==> src/sv/tks_pkg.sv <==
// Package for the two-key record sorter: item types, cell control and the
// ranking function. No dependencies.
`default_nettype none
package tks_pkg;

  localparam int unsigned IdW    = 32;
  localparam int unsigned ScoreW = 11;
  localparam int unsigned PenW   = 16;

  localparam logic [ScoreW-1:0] ScoreMax = ScoreW'(2000);

  typedef struct packed {
    logic [IdW-1:0]    record_id;
    logic [ScoreW-1:0] score;
    logic [PenW-1:0]   penalties;
    logic              last_record;
  } in_item_t;

  typedef struct packed {
    logic [IdW-1:0]    out_id;
    logic [ScoreW-1:0] out_score;
    logic [PenW-1:0]   out_penalties;
    logic              final_result;
    logic              records_dropped;
  } out_item_t;

  // One stored record as held in a cell.
  typedef struct packed {
    logic [IdW-1:0]    id;
    logic [ScoreW-1:0] score;
    logic [PenW-1:0]   pen;
  } rec_t;

  // Operation broadcast to every cell of the chain.
  typedef struct packed {
    logic insert;  // place the broadcast record, shift the tail down
    logic shift;   // move every record one cell towards the head
  } cell_ctrl_t;

  // True when record a must come strictly before record b.
  function automatic logic ranks_before(rec_t a, rec_t b);
    logic r;
    if (a.score != b.score) begin
      r = (a.score > b.score);
    end else begin
      r = (a.pen < b.pen);
    end
    return r;
  endfunction

endpackage
`default_nettype wire

==> src/sv/tks_cell.sv <==
// One cell of the insertion chain: holds one record and decides whether the
// broadcast record lands here. Depends on tks_pkg.
`default_nettype none
module tks_cell
  import tks_pkg::*;
(
  input  wire        clk_i,
  input  cell_ctrl_t ctrl_i,
  input  rec_t       new_rec_i,
  input  logic       occupied_i,
  input  logic       prev_ins_i,
  input  rec_t       prev_rec_i,
  input  rec_t       next_rec_i,
  output logic       ins_o,
  output rec_t       rec_o
);

  rec_t rec_q, rec_d;

  // An empty cell always takes part; ties stay behind the held record.
  assign ins_o = !occupied_i || ranks_before(new_rec_i, rec_q);

  always_comb begin
    rec_d = rec_q;
    if (ctrl_i.insert && ins_o) begin
      rec_d = prev_ins_i ? prev_rec_i : new_rec_i;
    end else if (ctrl_i.shift) begin
      rec_d = next_rec_i;
    end
  end

  always_ff @(posedge clk_i) begin
    rec_q <= rec_d;
  end

  assign rec_o = rec_q;

endmodule
`default_nettype wire

==> config.mk <==
export PLATFORM = sky130hd
export DESIGN_NAME = tks_cell
export DESIGN_NICKNAME = d
export VERILOG_FILES = /design/src/sv/tks_pkg.sv /design/src/sv/tks_cell.sv
export SDC_FILE = /design/constraint.sdc
export NUM_CORES = 1
export LEC_CHECK = 0
export BUFFER_PORTS_ARGS = -buffer_cell sky130_fd_sc_hd__buf_2
export CAP_MARGIN = 20
export CORE_MARGIN = 1
export CORE_UTILIZATION = 25
export CTS_CLUSTER_DIAMETER = 40
export DETAILED_ROUTE_END_ITERATION = 8
export GPL_ROUTABILITY_DRIVEN = 1
export GPL_TIMING_DRIVEN = 0
export PLACE_DENSITY = 0.53
export SLEW_MARGIN = 20
export SYNTH_ARGS = -nofsm -noshare
export SYNTH_HDL_FRONTEND = slang
export SYNTH_SLANG_ARGS = --single-unit
==> constraint.sdc <==
create_clock -name clk_i -period 4.32 [get_ports clk_i]
set_input_delay 0.864 -clock clk_i [delete_from_list [all_inputs] [get_ports clk_i]]
set_output_delay 0.864 -clock clk_i [all_outputs]
set_load 0.01 [all_outputs]
==> metrics.txt <==
# TYPE chip_impl_metric gauge
chip_impl_info{name="cpLargestDelayFamily",value="simple AND/OR/NAND/NOR gates"} 1
chip_impl_info{name="timing.critical_path.from_type",value="input port"} 1
chip_impl_metric{name="ys_warn_count",unit=""} 0
chip_impl_info{name="clock_tree_from_tritoncts",value="built"} 1
chip_impl_metric{name="final_nets",unit=""} 747
chip_impl_metric{name="antennaDiodeCount",unit=""} 0
chip_impl_info{name="worst_r2r_endpoint",value="rec_o[7]"} 1
chip_impl_metric{name="maximum_number_of_pins_on_one_net_before_global_route_repair",unit=""} 31
chip_impl_metric{name="post-route-cell-area",unit="mm²"} 0.00599
chip_impl_metric{name="largest_register_ffs",unit=""} 59
chip_impl_metric{name="post_synthesis_register_bit_count",unit=""} 59
chip_impl_info{name="crit_path_end_kind",value="flip-flop"} 1
chip_impl_info{name="commonest_non_fill_non_tap_cells_in_the_layout",value="sky130_fd_sc_hd__buf_2 (240), sky130_fd_sc_hd__mux2_4 (59), sky130_fd_sc_hd__edfxtp_1 (59)"} 1
chip_impl_metric{name="dieArea",unit="mm²"} 0.0173
chip_impl_metric{name="number_of_violations_of_the_max_capacitance_limit",unit=""} 0
chip_impl_metric{name="post_cts_resize_count",unit=""} 0
chip_impl_info{name="crit_path_frequent_cell",value="sky130_fd_sc_hd__buf_12"} 1
chip_impl_metric{name="report.final.hold_viol_count",unit=""} 0
chip_impl_metric{name="routed-via-count",unit=""} 3236
chip_impl_info{name="critical_path_start_end_classification",value="input port to flip-flop"} 1
chip_impl_metric{name="drc",unit=""} 0
chip_impl_metric{name="final.period_utilization",unit="%"} 78.0
chip_impl_metric{name="place_congestion",unit=""} 0.807
chip_impl_info{name="clockRootBuffer",value="sky130_fd_sc_hd__clkbuf_16"} 1
chip_impl_info{name="hold_path.class",value="input port to flip-flop"} 1
chip_impl_metric{name="clock_skew",unit="ns"} 0.00654
chip_impl_metric{name="timing.critical_path.slowest_cell_delay",unit="ns"} 0.42
chip_impl_info{name="outcome",value="completed"} 1
chip_impl_info{name="whs_endpoint",value="rec_o[40]"} 1
chip_impl_metric{name="drt-total-wl",unit="mm"} 11.2
chip_impl_metric{name="slew_viol_final",unit=""} 0
chip_impl_metric{name="vdd_drop_max",unit="mV"} 0.162
chip_impl_metric{name="port-buffer-count",unit=""} 240
chip_impl_metric{name="overflow",unit=""} 0
chip_impl_info{name="most_common_cell_after_layout_fill_and_taps_aside",value="sky130_fd_sc_hd__buf_2"} 1
chip_impl_info{name="rr_startpoint",value="rec_o[24]"} 1
chip_impl_metric{name="floorplan.initialDensity",unit="%"} 26.0
chip_impl_metric{name="finalSetupViolCount",unit=""} 0
chip_impl_metric{name="reg2reg_setup_slack",unit="ns"} 1.21
chip_impl_metric{name="netlist-cell-type-count",unit=""} 30
chip_impl_metric{name="min_period",unit="ns"} 3.37
chip_impl_metric{name="worst-path-max-fanout",unit=""} 30
chip_impl_metric{name="worstMarginPinSlew",unit="ns"} 0.622
chip_impl_metric{name="timing.reg2reg.worst_path_depth",unit=""} 11
chip_impl_metric{name="mappedNetlistArea",unit="mm²"} 0.00419
chip_impl_metric{name="grt_util_all_layers",unit="%"} 13.4
chip_impl_metric{name="drtPass1Iterations",unit=""} 4
chip_impl_metric{name="initial_drt_markers",unit=""} 59
chip_impl_metric{name="postSynthNetCount",unit=""} 495
chip_impl_metric{name="global_route_wire_length_before_repair",unit="mm"} 17.8
chip_impl_metric{name="post_synth_inst_count",unit=""} 287
chip_impl_info{name="holdCritStartpoint",value="next_rec_i[40]"} 1
chip_impl_metric{name="p_leak",unit="µW"} 0.00288
chip_impl_info{name="cp_cell_sequence",value="buf_2, ha_1, nand4_1, nor3_1, nor3b_2, o211a_1, o21a_1, buf_6, buf_12, or2_4, buf_12"} 1
chip_impl_metric{name="avgViaCountPerCell",unit=""} 4.26
chip_impl_metric{name="timing.setup.tns",unit="ns"} 0
chip_impl_metric{name="crit_required",unit="ns"} 4.34
chip_impl_metric{name="worstHoldPathCells",unit=""} 2
chip_impl_metric{name="fp-row-count",unit=""} 46
chip_impl_metric{name="power_density_over_the_cells",unit="mW/mm²"} 343
chip_impl_info{name="crit_path_top_delay_cell",value="sky130_fd_sc_hd__or2_4"} 1
chip_impl_metric{name="postCtsSetupBuffers",unit=""} 0
chip_impl_info{name="grt_setup_unrepaired",value="false"} 1
chip_impl_metric{name="slew_headroom",unit="%"} 58.5
chip_impl_metric{name="io-pin-count",unit=""} 242
chip_impl_metric{name="path_clk_slew",unit="ns"} 0.05
chip_impl_metric{name="numClockSinks",unit=""} 59
chip_impl_metric{name="floorplan.die.height",unit="µm"} 131
chip_impl_metric{name="cts_buffer_depth",unit=""} 2
chip_impl_metric{name="fin_util",unit="%"} 37.2
chip_impl_metric{name="number_of_cts_inserted_buffers",unit=""} 9
chip_impl_metric{name="syn_area_per_cell",unit="µm²"} 14.6
chip_impl_metric{name="hpwl_after_detailed_placement",unit="mm"} 9.12
chip_impl_metric{name="final_antenna_net_count",unit=""} 0
chip_impl_metric{name="vias_in_the_first_global_route",unit=""} 3479
chip_impl_metric{name="achievable_frequency",unit="GHz"} 0.297
chip_impl_metric{name="timing.critical_path.buf_inv",unit=""} 4
chip_impl_metric{name="clk-insertion-delay-late",unit="ns"} 0.33
chip_impl_metric{name="chip_width",unit="µm"} 131
chip_impl_metric{name="synth_sequential_area_ratio",unit="%"} 42.3
chip_impl_metric{name="area.growth.synth_to_final",unit="%"} 43.1
chip_impl_metric{name="routed_wire_length_per_instance",unit="µm"} 14.8
chip_impl_metric{name="cp_data_arrival_time",unit="ns"} 3.39
chip_impl_metric{name="core_region_area",unit="mm²"} 0.0161
chip_impl_metric{name="layout-drive-gt1-share",unit="%"} 70.2
chip_impl_metric{name="htree_num_levels",unit=""} 3
chip_impl_metric{name="number_of_antenna_violations_at_the_first_check_in_global_routing",unit=""} 0
chip_impl_metric{name="cts_hold_buffers",unit=""} 0
chip_impl_metric{name="placed_cell_area",unit="mm²"} 0.00568
==> synthesized netlist by cell type (all sizes together) <==
| master | number | share of area [%] |
|---|---|---|
| or2 | 2 | 0.30 |
| nand4 | 5 | 0.75 |
| o211a | 1 | 0.24 |
| nor3b | 1 | 0.30 |
| ha | 26 | 7.8 |
| buf | 7 | 3.1 |
| inv | 26 | 2.3 |
| clkbuf | 7 | 0.63 |
| a2111oi | 1 | 0.36 |
| nor3 | 3 | 0.63 |
| a311oi | 1 | 0.21 |
| o21ai | 6 | 0.72 |
| a2111o | 1 | 0.27 |
| nand3b | 1 | 0.18 |
| a21oi | 5 | 0.60 |
| nand2 | 3 | 0.27 |
| o21a | 1 | 0.18 |
| nor2 | 4 | 0.36 |
| and4 | 1 | 0.21 |
| nand3 | 3 | 0.36 |
| a211oi | 4 | 0.72 |
| nand2b | 1 | 0.33 |
| a31oi | 1 | 0.15 |
| edfxtp | 59 | 42 |
| mux2 | 117 | 37 |
==> layout make-up <==
cell class	instances	area, µm²
inverters	26	97.6
fillers	1626	10100
flip-flops and latches	59	1770
repair buffers	241	1220
plain buffers	14	158
multi-input cells	188	2160
clock buffers	11	233
clock inverters	5	77.6
well taps	216	270
==> worst max path at each step <==
stage | startpoint | end | depth (start not counted)
6_report | new_rec_i[24] | rec_o[7] | 11
5_1_grt | new_rec_i[24] | rec_o[7] | 11
4_1_cts | new_rec_i[24] | rec_o[7] | 11
3_5_place_dp | new_rec_i[24] | rec_o[9] | 11
3_3_place_gp | new_rec_i[24] | rec_o[11] | 10
2_1_floorplan | new_rec_i[2] | rec_o[0] | 9
==> power by group <==
part | switching [µW] | internal (µW)
clock | 256 | 503
sequential | 24.3 | 721
combinational | 243 | 309
total | 523 | 1530
==> per-stage QoR <==
stage               hold WS (ns)  worst slack [ns]  total power, µW  std cells
finish                     0.833             0.952             2060        760
global route               0.812             0.744             2170        760
CTS                        0.811             0.835             2100        760
detailed placement          1.17             0.496             1320        744
global placement            1.17            -0.965             1310        743
floorplan                   1.08             0.300             1100        287
==> kinds of logic (layout without fill, tap and decap cells) <==
family | after synthesis | count (layout) | share of synthesized area, %
compound gates | 21 | 21 | 3.43
mux | 117 | 117 | 36.7
simple gates | 24 | 24 | 3.67
buf+inv | 40 | 297 | 6.09
flops | 59 | 59 | 42.3
fa+ha+maj | 26 | 26 | 7.77
==> metal layers <==
metal	vias to the layer above	track usage [%]	part of all wire, %
li1	1597	-	-
met2	145	23.5	50
met5	-	0	0
met1	1485	14.5	41
met4	0	4.97	1.5
met3	9	5.05	8.1
No activity file was read; power rests on OpenSTA's default activity.
